===== src/hw/rtl/utf8d_pkg.sv =====
`timescale 1ns / 1ps
// ============================================================================
// utf8d_pkg
// Shared types and constants for the UTF-8 decoder with replacement.
// ============================================================================
package utf8d_pkg;

    localparam int CODE_W      = 21;
    localparam int BYTE_W      = 8;
    localparam int PEND_W      = 2;
    localparam int QUEUE_DEPTH = 2;
    localparam int QPTR_W      = 1;
    localparam int QCNT_W      = 2;

    // Replacement character and Latin-1 substitution
    localparam logic [CODE_W-1:0] REPL_CODE    = 21'h00FFFD;
    localparam logic [CODE_W-1:0] LATIN1_MAX   = 21'h0000FF;
    localparam logic [CODE_W-1:0] LATIN1_SUBST = 21'h00003F;

    // Top two bits of a continuation byte
    localparam logic [1:0] CONT_TAG = 2'b10;

    // One decoded result waiting between the front and the back
    typedef struct packed {
        logic [CODE_W-1:0] code;
        logic              last;
    } utf8d_item_t;

    // Front to queue write
    typedef struct packed {
        logic        valid;
        utf8d_item_t item;
    } utf8d_push_t;

    // Queue occupancy flags
    typedef struct packed {
        logic full;
        logic empty;
    } utf8d_qstat_t;

endpackage


===== src/hw/rtl/utf8d_if.sv =====
`timescale 1ns / 1ps
// ============================================================================
// utf8d_if
// Valid/ready channel interfaces for the byte input and the code output.
// ============================================================================
interface utf8d_in_if;
    logic       valid;
    logic       ready;
    logic [7:0] in_byte;
    logic       end_of_string;

    modport source (output valid, output in_byte, output end_of_string, input ready);
    modport sink   (input valid, input in_byte, input end_of_string, output ready);
endinterface

interface utf8d_out_if;
    logic        valid;
    logic        ready;
    logic [20:0] code_value;
    logic        last_of_string;

    modport source (output valid, output code_value, output last_of_string, input ready);
    modport sink   (input valid, input code_value, input last_of_string, output ready);
endinterface


===== src/hw/rtl/utf8_decoder_with_replacement.sv =====
`timescale 1ns / 1ps
// ============================================================================
// utf8_decoder_with_replacement
// UTF-8 byte stream to code points, with U+FFFD on malformed input and an
// optional Latin-1 output mode.
//
//   Channel   Dir  Handshake      Payload
//   in_ch     in   valid/ready    in_byte[7:0], end_of_string
//   out_ch    out  valid/ready    code_value[20:0], last_of_string
//   cfg       in   cfg_we         cfg_wdata (latin1_output)
//
// One byte is accepted per cycle while the queue has room; the sequence
// state in the front is the only loop. Results pass through the queue and
// the output register. A two-entry queue and the output register let the
// sink stall without holding off the input until the queue fills. Reset
// clears the sequence state, the queue and the mode register.
// ============================================================================
module utf8_decoder_with_replacement (
    input  logic        clk,
    input  logic        rst_n,
    utf8d_in_if.sink    in_ch,
    utf8d_out_if.source out_ch,
    input  logic        cfg_we,
    input  logic        cfg_wdata
);
    import utf8d_pkg::*;

    utf8d_push_t  push;
    utf8d_qstat_t q_stat;
    utf8d_item_t  head;
    logic         pop;
    logic         busy;

    utf8d_front u_front (
        .clk    (clk),
        .rst_n  (rst_n),
        .in_ch  (in_ch),
        .q_stat (q_stat),
        .push   (push),
        .busy   (busy)
    );

    utf8d_queue u_queue (
        .clk    (clk),
        .rst_n  (rst_n),
        .push   (push),
        .pop    (pop),
        .head   (head),
        .q_stat (q_stat)
    );

    utf8d_back u_back (
        .clk       (clk),
        .rst_n     (rst_n),
        .cfg_we    (cfg_we),
        .cfg_wdata (cfg_wdata),
        .head      (head),
        .q_stat    (q_stat),
        .pop       (pop),
        .out_ch    (out_ch)
    );

`ifndef SYNTH
    // Queue is never full and empty at once
    a_queue_flags: assert property (@(posedge clk) disable iff (!rst_n)
        !(q_stat.full && q_stat.empty))
        else $error("queue reports full and empty together");

    // End of string always leaves the front idle
    a_eos_idle: assert property (@(posedge clk) disable iff (!rst_n)
        (in_ch.valid && in_ch.ready && in_ch.end_of_string) |=> !busy)
        else $error("sequence still pending after end of string");

    // A plain ASCII byte outside a sequence gives a result at once
    a_ascii_push: assert property (@(posedge clk) disable iff (!rst_n)
        (in_ch.valid && in_ch.ready && !busy && !in_ch.in_byte[7]) |-> push.valid)
        else $error("ASCII byte produced no result");

    // Nothing is written into a full queue
    a_no_overflow: assert property (@(posedge clk) disable iff (!rst_n)
        push.valid |-> !q_stat.full)
        else $error("push into full queue");
`endif

endmodule


===== src/hw/rtl/utf8d_front.sv =====
`timescale 1ns / 1ps
// ============================================================================
// utf8d_front
// Accepts bytes, classifies them and tracks the pending sequence; pushes
// each finished code point or replacement into the queue.
// ============================================================================
module utf8d_front (
    input  logic                   clk,
    input  logic                   rst_n,
    utf8d_in_if.sink               in_ch,
    input  utf8d_pkg::utf8d_qstat_t q_stat,
    output utf8d_pkg::utf8d_push_t  push,
    output logic                   busy
);
    import utf8d_pkg::*;

    logic [PEND_W-1:0] pend_reg;
    logic [PEND_W-1:0] pend_next;
    logic [CODE_W-1:0] acc_reg;
    logic [CODE_W-1:0] acc_next;
    logic              accept;
    logic              emit;
    logic [CODE_W-1:0] value;

    // Take a byte whenever the queue has room
    assign in_ch.ready = !q_stat.full;
    assign accept      = in_ch.valid && !q_stat.full;
    assign busy        = (pend_reg != '0);

    // Classify the byte and work out the next sequence state
    always_comb
    begin
        logic [CODE_W-1:0] acc_shift;
        logic [PEND_W-1:0] pend_dec;
        acc_shift = {acc_reg[CODE_W-7:0], in_ch.in_byte[5:0]};
        pend_dec  = pend_reg - 1'b1;
        emit      = 1'b0;
        value     = '0;
        pend_next = pend_reg;
        acc_next  = acc_reg;
        if (pend_reg == '0)
        begin
            case (in_ch.in_byte) inside
                8'b0???????:
                begin
                    emit  = 1'b1;
                    value = {{(CODE_W-BYTE_W){1'b0}}, in_ch.in_byte};
                end
                8'b110?????:
                begin
                    acc_next  = {{(CODE_W-5){1'b0}}, in_ch.in_byte[4:0]};
                    pend_next = 2'd1;
                end
                8'b1110????:
                begin
                    acc_next  = {{(CODE_W-4){1'b0}}, in_ch.in_byte[3:0]};
                    pend_next = 2'd2;
                end
                8'b11110???:
                begin
                    acc_next  = {{(CODE_W-3){1'b0}}, in_ch.in_byte[2:0]};
                    pend_next = 2'd3;
                end
                default:
                begin
                    emit  = 1'b1;
                    value = REPL_CODE;
                end
            endcase
        end
        else if (in_ch.in_byte[7:6] != CONT_TAG)
        begin
            // Interrupted sequence: drop it and consume the byte
            emit      = 1'b1;
            value     = REPL_CODE;
            pend_next = '0;
            acc_next  = '0;
        end
        else
        begin
            pend_next = pend_dec;
            if (pend_dec == '0)
            begin
                emit     = 1'b1;
                value    = acc_shift;
                acc_next = '0;
            end
            else
            begin
                acc_next = acc_shift;
            end
        end

        // Sequence cut short by the end of the string
        if (in_ch.end_of_string && pend_next != '0)
        begin
            emit  = 1'b1;
            value = REPL_CODE;
        end
        if (in_ch.end_of_string)
        begin
            pend_next = '0;
            acc_next  = '0;
        end
    end

    // Advance the sequence state on each transaction
    always_ff @(posedge clk or negedge rst_n)
    begin
        if (!rst_n)
        begin
            pend_reg <= '0;
            acc_reg  <= '0;
        end
        else if (accept)
        begin
            pend_reg <= pend_next;
            acc_reg  <= acc_next;
        end
    end

    assign push.valid     = accept && emit;
    assign push.item.code = value;
    assign push.item.last = in_ch.end_of_string;

endmodule


===== src/hw/rtl/utf8d_queue.sv =====
`timescale 1ns / 1ps
// ============================================================================
// utf8d_queue
// Two-entry queue between the front and the back of the decoder.
// ============================================================================
module utf8d_queue (
    input  logic                    clk,
    input  logic                    rst_n,
    input  utf8d_pkg::utf8d_push_t  push,
    input  logic                    pop,
    output utf8d_pkg::utf8d_item_t  head,
    output utf8d_pkg::utf8d_qstat_t q_stat
);
    import utf8d_pkg::*;

    utf8d_item_t       mem_reg [QUEUE_DEPTH];
    logic [QPTR_W-1:0] wr_ptr_reg;
    logic [QPTR_W-1:0] rd_ptr_reg;
    logic [QCNT_W-1:0] count_reg;
    logic [QCNT_W-1:0] count_next;

    assign q_stat.full  = (count_reg == QCNT_W'(QUEUE_DEPTH));
    assign q_stat.empty = (count_reg == '0);
    assign head         = mem_reg[rd_ptr_reg];

    // Track occupancy
    always_comb
    begin
        count_next = count_reg;
        if (push.valid && !pop)
        begin
            count_next = count_reg + 1'b1;
        end
        else if (!push.valid && pop)
        begin
            count_next = count_reg - 1'b1;
        end
    end

    // Write the payload store
    always_ff @(posedge clk)
    begin
        if (push.valid)
        begin
            mem_reg[wr_ptr_reg] <= push.item;
        end
    end

    // Advance the pointers
    always_ff @(posedge clk or negedge rst_n)
    begin
        if (!rst_n)
        begin
            wr_ptr_reg <= '0;
            rd_ptr_reg <= '0;
            count_reg  <= '0;
        end
        else
        begin
            if (push.valid)
            begin
                wr_ptr_reg <= wr_ptr_reg + 1'b1;
            end
            if (pop)
            begin
                rd_ptr_reg <= rd_ptr_reg + 1'b1;
            end
            count_reg <= count_next;
        end
    end

endmodule


===== src/hw/rtl/utf8d_back.sv =====
`timescale 1ns / 1ps
// ============================================================================
// utf8d_back
// Applies the output mode to queued results and holds them in the output
// register until the sink takes them.
// ============================================================================
module utf8d_back (
    input  logic                    clk,
    input  logic                    rst_n,
    input  logic                    cfg_we,
    input  logic                    cfg_wdata,
    input  utf8d_pkg::utf8d_item_t  head,
    input  utf8d_pkg::utf8d_qstat_t q_stat,
    output logic                    pop,
    utf8d_out_if.source             out_ch
);
    import utf8d_pkg::*;

    logic              latin1_reg;
    logic              valid_reg;
    logic [CODE_W-1:0] code_reg;
    logic              last_reg;
    logic              load;
    logic [CODE_W-1:0] mapped;

    // Refill the output register when it is empty or being taken
    assign load = !valid_reg || out_ch.ready;
    assign pop  = load && !q_stat.empty;

    // Substitute '?' for values outside Latin-1 in Latin-1 mode
    assign mapped = (latin1_reg && head.code > LATIN1_MAX) ? LATIN1_SUBST : head.code;

    // Hold the mode register
    always_ff @(posedge clk or negedge rst_n)
    begin
        if (!rst_n)
        begin
            latin1_reg <= 1'b0;
        end
        else if (cfg_we)
        begin
            latin1_reg <= cfg_wdata;
        end
    end

    // Output valid flag
    always_ff @(posedge clk or negedge rst_n)
    begin
        if (!rst_n)
        begin
            valid_reg <= 1'b0;
        end
        else if (load)
        begin
            valid_reg <= !q_stat.empty;
        end
    end

    // Output payload
    always_ff @(posedge clk)
    begin
        if (pop)
        begin
            code_reg <= mapped;
            last_reg <= head.last;
        end
    end

    assign out_ch.valid          = valid_reg;
    assign out_ch.code_value     = code_reg;
    assign out_ch.last_of_string = last_reg;

endmodule


===== src/flat_wrapper.sv =====
// flat-port wrapper written by rule: the top's interface ports become plain ports
module utf8_decoder_with_replacement_flat import utf8d_pkg::*;
  (clk, rst_n, cfg_we, cfg_wdata, in_ch_valid, in_ch_in_byte, in_ch_end_of_string, in_ch_ready, out_ch_valid, out_ch_code_value, out_ch_last_of_string, out_ch_ready);
  utf8d_in_if in_ch_i ();
  utf8d_out_if out_ch_i ();
  input  logic clk;
  input  logic rst_n;
  input  logic cfg_we;
  input  logic cfg_wdata;
  input wire logic [$bits(in_ch_i.valid)-1:0] in_ch_valid;
  input wire logic [$bits(in_ch_i.in_byte)-1:0] in_ch_in_byte;
  input wire logic [$bits(in_ch_i.end_of_string)-1:0] in_ch_end_of_string;
  output wire logic [$bits(in_ch_i.ready)-1:0] in_ch_ready;
  output wire logic [$bits(out_ch_i.valid)-1:0] out_ch_valid;
  output wire logic [$bits(out_ch_i.code_value)-1:0] out_ch_code_value;
  output wire logic [$bits(out_ch_i.last_of_string)-1:0] out_ch_last_of_string;
  input wire logic [$bits(out_ch_i.ready)-1:0] out_ch_ready;
  assign in_ch_i.valid = in_ch_valid;
  assign in_ch_i.in_byte = in_ch_in_byte;
  assign in_ch_i.end_of_string = in_ch_end_of_string;
  assign in_ch_ready = in_ch_i.ready;
  assign out_ch_valid = out_ch_i.valid;
  assign out_ch_code_value = out_ch_i.code_value;
  assign out_ch_last_of_string = out_ch_i.last_of_string;
  assign out_ch_i.ready = out_ch_ready;
  utf8_decoder_with_replacement u_core (.clk(clk), .rst_n(rst_n), .in_ch(in_ch_i), .out_ch(out_ch_i), .cfg_we(cfg_we), .cfg_wdata(cfg_wdata));
endmodule

===== config.mk =====
export PLATFORM = sky130hd
export DESIGN_NAME = utf8_decoder_with_replacement_flat
export DESIGN_NICKNAME = d
export VERILOG_FILES = /design/src/hw/rtl/utf8d_pkg.sv /design/src/hw/rtl/utf8d_if.sv /design/src/hw/rtl/utf8_decoder_with_replacement.sv /design/src/hw/rtl/utf8d_front.sv /design/src/hw/rtl/utf8d_queue.sv /design/src/hw/rtl/utf8d_back.sv /design/src/flat_wrapper.sv
export SDC_FILE = /design/constraint.sdc
export NUM_CORES = 1
export LEC_CHECK = 0
export ABC_AREA = 1
export BUFFER_PORTS_ARGS = -buffer_cell sky130_fd_sc_hd__buf_4
export CORE_ASPECT_RATIO = 0.6
export CORE_MARGIN = 1.5
export CORE_UTILIZATION = 63
export CTS_BUF_LIST = sky130_fd_sc_hd__clkbuf_16
export DETAILED_ROUTE_END_ITERATION = 12
export PLACE_DENSITY = 0.84
export SLEW_MARGIN = 30
export SYNTH_ARGS = -nofsm -noshare
export SYNTH_HDL_FRONTEND = slang
export SYNTH_SLANG_ARGS = --single-unit

===== constraint.sdc =====
create_clock -name clk -period 8.4 [get_ports clk]
set_clock_uncertainty 0.1 [all_clocks]
set_input_delay 2.52 -clock clk [delete_from_list [all_inputs] [get_ports clk]]
set_output_delay 2.52 -clock clk [all_outputs]
set_load 0.05 [all_outputs]

# Word level (Yosys, flattened, before mapping)
# Memories as Yosys holds them, arrays and structs flattened.
# Index checks and enable logic that the tools add are counted.
# W data, S select, Z words.
totals:
  romBits: 0
  latch_bits: 0
  ram_bits: 44
  in_bits: 15
  regBits: 45
  out_inout_bits: 24
  n_memories: 1
mem_list:
  columns: ["memory", "words", "word_bits", "rd", "rd_ports_with_merged_regs", "wr", "line", "rtl"]
  rows:
  - ["u_core.u_queue.mem_reg", 2, 22, 1, 0, 1, "utf8d_queue.sv:16", "utf8d_item_t mem_reg [QUEUE_DEPTH];"]
classes:
  bitwise_logic: 0
  n_shift: 0
  reduce_logical: 19
  order_cmp: 1
  mul: 0
  n_mux: 35
  add_sub_neg: 5
  div_mod_pow: 0
  eq_ne: 7
op_table:
  columns: ["cell", "n"]
  rows:
  - ["$mux W15", 8]
  - ["$mux W21", 4]
  - ["$mux W16", 4]
  - ["$gt A21 B8 Y1 const B", 1]
  - ["$mux W2", 9]
  - ["$mux W1", 10]
  - ["$logic_and A1 B1 Y1", 7]
  - ["$logic_not A2 Y1", 3]
  - ["$eq A5 B5 Y1 const B", 1]
  - ["$logic_not A1 Y1", 5]
  - ["$ne A5 B2 Y1 const B", 1]
  - ["$eq A4 B4 Y1 const B", 1]
  - ["$reduce_bool A2 Y1", 2]
  - ["$sub A2 B1 Y2 const B", 2]
  - ["$eq A3 B3 Y1 const B", 1]
  - ["$ne A3 B3 Y1 const B", 1]
  - ["$reduce_and A3 Y1", 1]
  - ["$add A1 B1 Y1 const B", 2]
  - ["$add A2 B1 Y2 const B", 1]
  - ["$eq A2 B2 Y1 const B", 1]
  - ["$ne A2 B2 Y1 const B", 1]
  - ["$logic_or A1 B1 Y1", 1]

# Logic depth before layout (Yosys ltp)
# Gate-level depths: netlist (run 1).
depth:
  ltp_word: 14
  ltp_mapped: 15

# By module
# Synthesis (run 1) repeated with hierarchy kept, for this count alone.
unflattened:
  hier_cells: 353
  area_unflattened_um2: 4155.2
by_module_without_submodules:
  columns: ["module", "n_inst", "cells_per_inst", "area_each_um2"]
  rows:
  - ["utf8d_queue", 1, 93, 1798.0]
  - ["utf8d_front", 1, 173, 1306.3]
  - ["utf8d_back", 1, 87, 1051.0]

# Worst setup path after synthesis (run 1)
# Ideal clock, no wire load.
synth_path:
  path_type: "input to register"
  start: "input out_ch_ready"
  end: "register u_core.u_queue.count_reg[1]"
  path_buffers: 0
  setup_ns: 0.131
  path_slack_ns: 3.549
  cell_stages: 7
  t_arrival_ns: 4.620
  cell_sequence: "nor2_1 > a21oi_1 > inv_1 > ha_1 > a21oi_1 > o21ai_0 > xor2_1"
synth_via:
  elab_chain_cells: 5
  word_cells_on_any_way: 7
synth_rtl:
  columns: ["item", "line", "rtl"]
  rows:
  - ["start, declared", "flat_wrapper.sv:17", "input wire logic [$bits(out_ch_i.ready)-1:0] out_ch_ready;"]
  - ["$logic_or A1 B1 Y1 (*)", "utf8d_back.sv:27", "assign load = !valid_reg || out_ch.ready;"]
  - ["$logic_and A1 B1 Y1 (*)", "utf8d_back.sv:28", "assign pop = load && !q_stat.empty;"]
  - ["net u_core.pop", "utf8_decoder_with_replacement.sv:31", "logic pop;"]
  - ["$logic_not A1 Y1", "utf8d_queue.sv:30", "if (push.valid && !pop)"]
  - ["$logic_and A1 B1 Y1", "utf8d_queue.sv:30", null]
  - ["$mux W2 / $reduce_bool A2 Y1 (equally long branches)", null, null]
  - ["end signal, assigned", "utf8d_queue.sv:68", "count_reg <= count_next;"]
  - ["end, declared", "utf8d_queue.sv:19", "logic [QCNT_W-1:0] count_reg;"]
# Mark *: on every way through the listed nets, which the timed path passes. The rest lies on a longest branch.
# A chain may end at the register's enable or synchronous reset.

# Worst setup path after layout (run 1)
layout_path:
  start: "input in_ch_in_byte[7]"
  end: "memory u_core.u_queue.mem_reg[0][3] (netlist name), enable pin"
layout_via:
  elab_chain_cells: 12
  word_cells_on_any_way: 22
layout_rtl:
  columns: ["item", "line", "rtl"]
  rows:
  - ["start, declared", "flat_wrapper.sv:11", "input wire logic [$bits(in_ch_i.in_byte)-1:0] in_ch_in_byte;"]
  - ["$eq A5 B5 Y1 (no line)", null, null]
  - ["$mux W2 (4 in a row)", "utf8d_front.sv:43", "case (in_ch.in_byte) inside"]
  - ["$mux W2", "utf8d_front.sv:41", "if (pend_reg == '0)"]
  - ["$reduce_bool A2 Y1", "utf8d_front.sv:95", "if (in_ch.end_of_string && pend_next != '0)"]
  - ["$logic_and A1 B1 Y1", "utf8d_front.sv:95", null]
  - ["$mux W1 (*)", "utf8d_front.sv:95", null]
  - ["$logic_and A1 B1 Y1 (*)", "utf8d_front.sv:122", "assign push.valid = accept && emit;"]
  - ["$mux W1 (*)", "utf8d_queue.sv:43", "if (push.valid)"]
  - ["$mux W1 (implied by the code) (*)", "utf8d_queue.sv:45", "mem_reg[wr_ptr_reg] <= push.item;"]
  - ["end, declared", "utf8d_queue.sv:16", null]
# Every way passes the cells marked *; elsewhere a longest branch is shown, timed or not.

==> results of run 1 <==
cells by family (layout without fill, tap and decap cells):
kind of cell	after synthesis	after routing	synth area share, %
buffers and inverters	40	87	5.26
AND/OR/NAND/NOR	130	130	14.5
multiplexers	14	14	3.63
AO/OA/AOI/OAI	54	54	8.63
XOR/XNOR	3	3	0.682
adder cells (fa/ha/maj)	3	3	0.973
flip-flops	89	89	66.3
stage by stage:
stage / std cells / utilization, %
CTS: 460 / 78.2
global route: 460 / 78.2
finish: 460 / 78.2
floorplan: 333 / -
global placement: 444 / 72.9
detailed placement: 444 / 72.9
synthesized netlist by cell type, drive strengths merged:
master | number | area share (%)
o21ai | 46 | 6.8
nand2 | 62 | 6.4
dfrtp | 23 | 15
clkbuf | 3 | 0.29
xnor2 | 1 | 0.23
nor3 | 7 | 1.0
nor2 | 40 | 4.2
a21oi | 6 | 1.5
xor2 | 2 | 0.45
buf | 6 | 1.9
ha | 3 | 0.97
inv | 31 | 3.1
mux2i | 14 | 3.6
edfxtp | 66 | 51
or2 | 1 | 0.16
nand4 | 2 | 0.32
nand3 | 18 | 2.5
o22ai | 2 | 0.32
power by group through the flow:
| stage | logic, mW | registers, mW | clock network [mW] |
|---|---|---|---|
| CTS | 0.703 | 0.758 | 0.405 |
| global route | 0.752 | 0.773 | 0.422 |
| floorplan | 0.353 | 0.925 | 0 |
| detailed placement | 0.694 | 0.764 | 0 |
| finish | 0.703 | 0.759 | 0.401 |
| global placement | 0.679 | 0.756 | 0 |
routing by layer:
layer / track usage [%] / part of all wire [%] / vias to the layer above
li1: - / - / 1228
met2: 36.3 / 45 / 111
met1: 34.3 / 46 / 1192
met4: 9.03 / 1.5 / 0
met5: 0 / 0 / -
met3: 7.87 / 7.4 / 13
worst paths after layout:
kind                                                 to  slack, ns
setup / recovery           u_core.u_queue.mem_reg[0][3]       3.79
hold / removal              u_core.u_queue.count_reg[0]       0.37
setup reg to reg           u_core.u_queue.mem_reg[0][3]       5.71
hold reg to reg             u_core.u_queue.count_reg[0]       0.37
max in group asynchronous     u_core.u_queue.rd_ptr_reg       5.95
min in group asynchronous    u_core.u_front.pend_reg[0]       1.98
layout make-up:
| class | instances | area, um2 | area share [%] |
|---|---|---|---|
| well taps | 80 | 100 | 2.23 |
| repair buffers | 40 | 300 | 6.70 |
| clock inverters | 7 | 77.6 | 1.73 |
| multi-input cells | 204 | 1100 | 24.5 |
| clock buffers | 9 | 225 | 5.03 |
| flip-flops and latches | 89 | 2560 | 57.1 |
| inverters | 31 | 119 | 2.65 |
worst max-delay path, delay by kind of cell:
family | cells | cell delay [ns]
simple gates | 6 | 0.85
buf+inv | 4 | 1.10
==> impl_results.md, run 1 <==
- Status: completed
- Comb power frac: 37.7%
- Fin crit period: 4.61 ns
- Final setup TNS: 0 ns
- Worst R2R Start: u_core.u_front.pend_reg[0]
- Drt total wl: 7410 um
- Fill count: 369
- Setup crit start kind: primary input
- FF+latch count, synth: 89
- Tightest Pin Transition: 0.813 ns
- Syn Std Cell Area: 3860 um2
- Final setup viols: 0
- Crit Path Max Fanout: 22
- Vias in the first global route: around 2,400
- Die Y: ~64 um
- DR WL/cell: ~16 um
- Die footprint: ~6600 um2
- Cts hold-fix bufs: 0
- I/O pin count: 39
- Unrepaired setup endpoints after global routing: no
- Avg Inst Size Synth: 11.6 um2
- Distinct cells, synth: 32
- Sequential share of the synthesized area: 66.3%
- Clk_lat worst skew: ~0.34 ns
- Worst Hold Depth: 1
- ANT nets after route: 0
- Row cnt: 21
- Max-slew violation count: 0
- Max-Cap Viols: 0
- First-pass GRT wire length: 11,800 um
- Vias: 2,544
- Most frequent cells in the layout: 66 x edfxtp_1, 59 x nand2_1, 40 x buf_4
- P_int: 1.12 mW
- Most common cell after layout, fill and taps aside: edfxtp_1
- CP max stage cell: inv_1
- Worst setup EP type: register
- Hold WC Path Type: register to register
- Rel. slew slack: 45.8%
- P_sw: 746 uW
- Final Power: 1.86 mW
- Worst-path clk slew: 0.06 ns
- Antenna cells: 0
- PD cells: 416 nW/um2
- Post-route cell area: 4480 um2
- Reg2reg path depth: 8
- Worst path cell trace: buf_4 > nand2_2 > inv_1 > nand2_1 > nand2_1 > inv_2 > nor2_1 > nand2_1 > nand3_1 > inv_1
- Max VDD drop: 0.209 mV
- Post CTS Setup Buffer Count: 0
- Slowest stage delay, CP: 0.62 ns
- Max reg flops: 44
- Post-route DRC: 0
- Crit path required time: between 8 and 9 ns
- Number of port buffers: 38
- Sequential share of power: 40.7%
- Power share of the clock group: a little over a fifth
- Share of layout cells above drive strength 1: 21.3%
- Area Growth Syn to Fin: 16.2%
- Syn Inst Count: 333
- CTS sink count: 89
- Syn nets: 351
- CTS tree: yes
- Initial Util: between 60% and 70%
- Tot GR Track Use: 24.5%
- LEAKAGE: between 1.5 and 2 nW
- Vias/cell: 5.53
- Cell repeated most along the worst path: nand2_1
- Period utilization: 54.9%
- Crit path kind: primary input to register
- Nets: 393
- Dpl cell area: 4180 um2
- Setup crit start: in_ch_in_byte[7]
- Place WS: ~3.5 ns
- Hold Crit Start: u_core.u_queue.count_reg[0]
- Post-DP HPWL: 4900 um
- Initial antenna violation count: 0
- DR iter-0 viols: 246
- WHS: 0.372 ns
- # resized after CTS: 0
- Htree depth: 3
- Fmax: 217 MHz
- Synth warnings: 0
- DRT Pass-1 Iters: 5
- CP arrival: about 4.5 ns
- Die span in x: 104 um
- Final hold violations: 0
- Max Buffers Root-to-Sink: 2
- GPL Wtd Cong: 0.972
- Switching share of power: 40.1%
- Largest net degree at the start of global routing: 25
- Num CTS Buffers: 9
- Setup slack after layout: approximately 3.8 ns
- CORE AREA: 5730 um2
- Clk root buf: clkbuf_16
- Grt total ovfl: 0
No activity file was read; power rests on OpenSTA's default activity.
==> run 2, diff against run 1 <==
- CORE_UTILIZATION: 63 -> 53
- PLACE_DENSITY: 0.84 -> 0.76
- clock period: 8.4 -> 4 ns (I/O delays scaled with it)
==> impl_results.md, run 2 (synthesis gave the netlist of run 1 again) <==
- Status: completed
- Antenna cells: 0
- Die span in x: 113 um
- Tot GR Track Use: 21.6%
- CORE AREA: 6850 um2
- Die Y: 69.1 um
- CTS tree: yes
- LEAKAGE: around 1.9 nW
- Htree depth: 3
- DR iter-0 viols: ~210
- Final setup TNS: 0 ns
- First-pass GRT wire length: 12,600 um
- Reg2reg path depth: 13
- Drt total wl: 7750 um
- Fin crit period: 3.12 ns
- Num CTS Buffers: 9
- Initial antenna violation count: 0
- Crit Path Max Fanout: 19
- CP arrival: 3.23 ns
- Max Buffers Root-to-Sink: 2
- Vias/cell: 5.33
- Setup crit start kind: primary input
- Share of layout cells above drive strength 1: a little over a fifth
- I/O pin count: 39
- Clk root buf: clkbuf_16
- Post-DP HPWL: 5380 um
- Grt total ovfl: 0
- Vias in the first global route: 2,442
- Crit path kind: primary input to register
- Dpl cells: 453
- PD cells: 872 nW/um2
- Vias: 2,501
- Die footprint: ~8000 um2
- Rel. slew slack: 57.2%
- Crit path required time: slightly above 4 ns
- Final setup viols: 0
- Clk_lat worst skew: around 0.34 ns
- Post CTS Setup Buffer Count: 0
- Worst-path clk slew: around 0.06 ns
- Max-Cap Viols: 0
- # resized after CTS: 0
- GPL Wtd Cong: between 0.9 and 1
- Area Growth Syn to Fin: 16.6%
- Initial Util: 56.3%
- Max VDD drop: 0.289 mV
- Fmax: 321 MHz
- Most frequent cells in the layout: 66 x edfxtp_1, 59 x nand2_1, 42 x buf_4
- Post-route DRC: 0
- Nets: 395
- WHS: between 0.3 and 0.4 ns
- Worst Hold Depth: 2
- DR WL/cell: 16.5 um
- DRT Pass-1 Iters: 4
- Number of port buffers: 38
- Hold WC Path Type: register to register
- Most common cell after layout, fill and taps aside: edfxtp_1
- Tightest Pin Transition: 0.638 ns
- Final non-filler cell total: 469
- Max reg flops: 44
- Period utilization: 78.0%
- CTS sink count: 89
- Worst setup EP type: register
- Unrepaired setup endpoints after global routing: no
- ANT nets after route: 0
- Cts hold-fix bufs: 0
- Final hold violations: 0
- Row cnt: 23
- Largest net degree at the start of global routing: 25
- Max-slew violation count: 0
[run 2: where the power goes]
| group | switching, mW | internal (mW) |
|---|---|---|
| Sequential | 0.124 | 1.44 |
| Clock | 0.342 | 0.482 |
| Combinational | 1.11 | 0.426 |
[run 2: per-stage QoR]
| step | worst slack (ns) | power, mW | instance area [um2] | util (%) |
|---|---|---|---|---|
| floorplan | 0.469 | 2.68 | 3860 | - |
| global placement | 0.719 | 3.05 | 4200 | 61.3 |
| detailed placement | 0.567 | 3.10 | 4200 | 61.3 |
| CTS | 0.926 | 3.93 | 4500 | 65.6 |
| global route | 0.646 | 4.12 | 4500 | 65.6 |
| finish | 0.880 | 3.92 | 4500 | 65.6 |
[run 2: path summary, 6_finish.rpt]
kind / from / to / slack, ns
min in group asynchronous: rst_n / u_core.u_front.acc_reg[11] / 0.66
max in group asynchronous: rst_n / u_core.u_queue.rd_ptr_reg / 2.89
worst max-delay path: in_ch_in_byte[7] / u_core.u_queue.count_reg[1] / 0.88
worst min-delay path: u_core.u_front.acc_reg[9] / u_core.u_front.acc_reg[9] / 0.39
worst max register to register: u_core.u_front.pend_reg[0] / u_core.u_queue.count_reg[1] / 1.43
worst min register to register: u_core.u_front.acc_reg[9] / u_core.u_front.acc_reg[9] / 0.39
[run 2: final cells by class]
| type | instances | area [um2] |
|---|---|---|
| Clock inverter | 7 | 70.1 |
| Inverter | 31 | 119 |
| Tap cell | 87 | 109 |
| Fill cell | 523 | 2350 |
| Sequential cell | 89 | 2560 |
| Timing Repair Buffer | 42 | 315 |
| Multi-Input combinational cell | 204 | 1100 |
| Clock buffer | 9 | 225 |
[run 2: worst max-delay path: stages]
cell and delay [ns]:
buf_4 0.16, nand2_2 0.22, inv_1 0.14, nand2_1 0.08, nand2_1 0.10, inv_2 0.12
nor2_1 0.25, nand2_1 0.11, nand2_1 0.11, inv_1 0.05, ha_1 0.31, a21oi_1 0.11
o21ai_0 0.11, xor2_1 0.15
[run 2: routing by layer]
layer	GRT usage, %	routed length [um]	vias to the layer above	part of all wire [%]
met5	0	0	-	0
met4	6.11	42	0	0.54
met3	6.86	426	4	5.5
met2	32.8	3540	63	46
met1	30.3	3740	1205	48
li1	-	-	1229	-
==> run 3, diff against run 2 <==
- ABC_AREA: 1 -> 0
- clock period: 4 -> 2.5 ns (I/O delays scaled with it)
==> impl_results.md, run 3 <==
- FF+latch area: 2560 um2
- Unrepaired setup endpoints after global routing: no
- Fill count: 488
- CP max stage cell: dfrtp_1
- Syn Inst Count: 299
- DR WL/cell: 17.2 um
- DR iter-0 viols: about 160
- Crit path kind: register to register
- Initial antenna violation count: 0
- Setup slack after layout: 0.156 ns
- Post-route DRC: 0
- Share of layout cells above drive strength 1: around 25%
- Most frequent cells in the layout: 66 x edfxtp_1, 65 x buf_4, 31 x nand2_1
- Drt total wl: a little under 8000 um
- Comb power frac: 41.6%
- Clk_lat worst skew: ~0.34 ns
- Period utilization: a little over nine tenths
- GPL Wtd Cong: approximately 0.90
- Max VDD drop: 0.705 mV
- Tot GR Track Use: between 20% and 30%
- Avg Inst Size Synth: 12.8 um2
- Post-synth top area cell: edfxtp_1
- Syn nets: around 320
- Setup crit start kind: register
- Antenna cells: 0
- Final hold violations: 0
- Status: completed
- Async SR Flop Fraction: 25.8%
- Num CTS Buffers: 9
- Max reg flops: 44
- Nets: 380
- Post-synth EDFFs: 66
- Fin crit period: 2.34 ns
- Worst path bufs/invs: 1
- Clk root buf: clkbuf_16
- Largest net degree at the start of global routing: 28
- DRT Pass-1 Iters: 4
- WHS: 0.193 ns
- Die span in x: roughly 110 um
- Syn Std Cell Area: 3830 um2
- Row cnt: 23
- LEAKAGE: between 1.5 and 2 nW
- Multi-input gate area: ~1200 um2
- Vias: 2,579
- Grt total ovfl: 0
- CORE AREA: 6820 um2
- First-pass GRT wire length: roughly 12,000 um
- PD cells: around 1400 nW/um2
- P_sw: between 2 and 2.5 mW
- Switching share of power: 38.2%
- CTS sink count: 89
- Crit path required time: 2.66 ns
- Final setup viols: 0
- Sequential share of the synthesized area: about two thirds
- Post-DP HPWL: 5190 um
- ANT nets after route: 0
- Post-synth top area share: 51.7%
- Top cells by area, synth: edfxtp_1 52%, dfrtp_1 15%, mux2i_1 3.9%
- Number of port buffers: 38
- Max-slew violation count: 0
- CP arrival: ~2.5 ns
- I/O pin count: 39
- Die Y: 68.9 um
- Most common cell in the netlist: edfxtp_1
- Max-Cap Viols: 0
- Htree depth: 3
- Final Power: 6.52 mW
- Worst-path clk slew: about 0.060 ns
- P_int: 4.03 mW
- Cell family with most CP delay: compound AO/OA/AOI/OAI gates
- Max Buffers Root-to-Sink: 2
- Initial Util: 56.2%
- Vias/cell: 5.68
- Cts hold-fix bufs: 0
- Die footprint: 7770 um2
- Synth top cells by count: 66 x edfxtp_1, 31 x nand2_1, 29 x o21ai_0
- CTS tree: yes
- Place WS: -0.161 ns
- Crit Path Max Fanout: 7
- Area Growth Syn to Fin: 22.9%
- Most common cell after layout, fill and taps aside: edfxtp_1
- Synth warnings: 0
- Fmax: 427 MHz
- Tightest Pin Transition: 0.498 ns
- Slowest stage delay, CP: 0.38 ns
- Worst path cell trace: inv_1 > ha_4 > or3b_1 > a21oi_1 > a311o_1 > o21ai_4 > a21oi_2 > ha_1 > nor2_2 > xor2_1
- Worst setup EP type: register
- Rel. slew slack: 66.4%
- Sequential share of power: 38.3%
- Distinct cells, synth: 44
- Top FF cell, synth: edfxtp_1
- Hold WC Path Type: primary input to asynchronous set/reset pin
- FF+latch count, synth: roughly 90
- Vias in the first global route: 2,418
- Power share of the clock group: 20.1%
[run 3: cell types whose count changed in the layout (fill, tap and decap cells not counted), sizes merged, moves of 8 or more]
cell / change
nor4: +8
nand2: -31
inv: -24
o21ai: -16
buf: +26
nor2: -17
[run 3: path summary, 6_finish.rpt]
kind	slack, ns	startpoint	end	depth (start not counted)
worst min-delay path	0.19	rst_n	u_core.u_front.pend_reg[0]	1
worst min register to register	0.37	u_core.u_front.acc_reg[9]	u_core.u_front.acc_reg[9]	2
max in group asynchronous	1.87	rst_n	u_core.u_front.acc_reg[1]	1
min in group clk	0.37	u_core.u_front.acc_reg[9]	u_core.u_front.acc_reg[9]	2
worst max register to register	0.16	u_core.u_front.pend_reg[0]	u_core.u_queue.count_reg[1]	10
worst max-delay path	0.16	u_core.u_front.pend_reg[0]	u_core.u_queue.count_reg[1]	10
[run 3: cell type report]
class | instances | share of cell area (%)
well taps | 87 | 2.31
clock buffers | 9 | 4.78
multi-input cells | 188 | 25.6
clock inverters | 7 | 1.30
repair buffers | 68 | 11.3
flip-flops and latches | 89 | 54.2
inverters | 6 | 0.478
[run 3: per-layer routing]
layer  up-vias  routed length (um)  GRT usage (%)
li1       1242                   -              -
met1      1269                3810           28.7
met2        64                3610           34.5
met3         4                 365           6.21
met4         0                  44           7.12
met5         -                   0              0
[run 3: metrics by stage]
stage               utilization, %  instances  area, um2  setup TNS (ns)
finish                        69.1        454       4710               0
global route                  69.1        454       4710               0
CTS                           68.1        450       4640               0
detailed placement            63.8        434       4350           -3.45
global placement              63.8        434       4350           -1.08
floorplan                        -        299       3850          -18.42
[run 3: cell families after synthesis]
logic type	share of synthesized area, %
AOI/OAI and AO/OA	9.76
DFF	66.7
buffers and inverters	3.16
and+or+nand+nor	14.0
xor gates and xnor gates	0.914
adders and majority gates	0.979
muxes	4.50
[run 3: timing repair]
| item | CTS | global route |
|---|---|---|
| pin swaps | 0 | 3 |
| cloned | 0 | 1 |
| endpoints found under the setup margin | 1 | 60 |
| endpoints found under the hold margin | 0 | 0 |
| setup buffers | 0 | 3 |
| gates resized for setup | 1 | 10 |
[run 3: worst register-to-register path, delay by kind of cell (launching register included)]
family	cells	cell delay (ns)
flops	1	0.38
simple gates	2	0.25
compound gates	4	0.72
xor+xnor	1	0.16
fa+ha+maj	2	0.54
buf+inv	1	0.11
[run 3: power by group through the flow]
stage                     Combinational, mW  Clock [mW]  Sequential (mW)
after floorplan                        1.28           0             3.01
after global placement                 2.50           0             2.51
after detailed placement               2.55           0             2.53
after CTS                              2.58        1.33             2.50
after global routing                   2.94        1.37             2.55
final                                  2.72        1.31             2.50
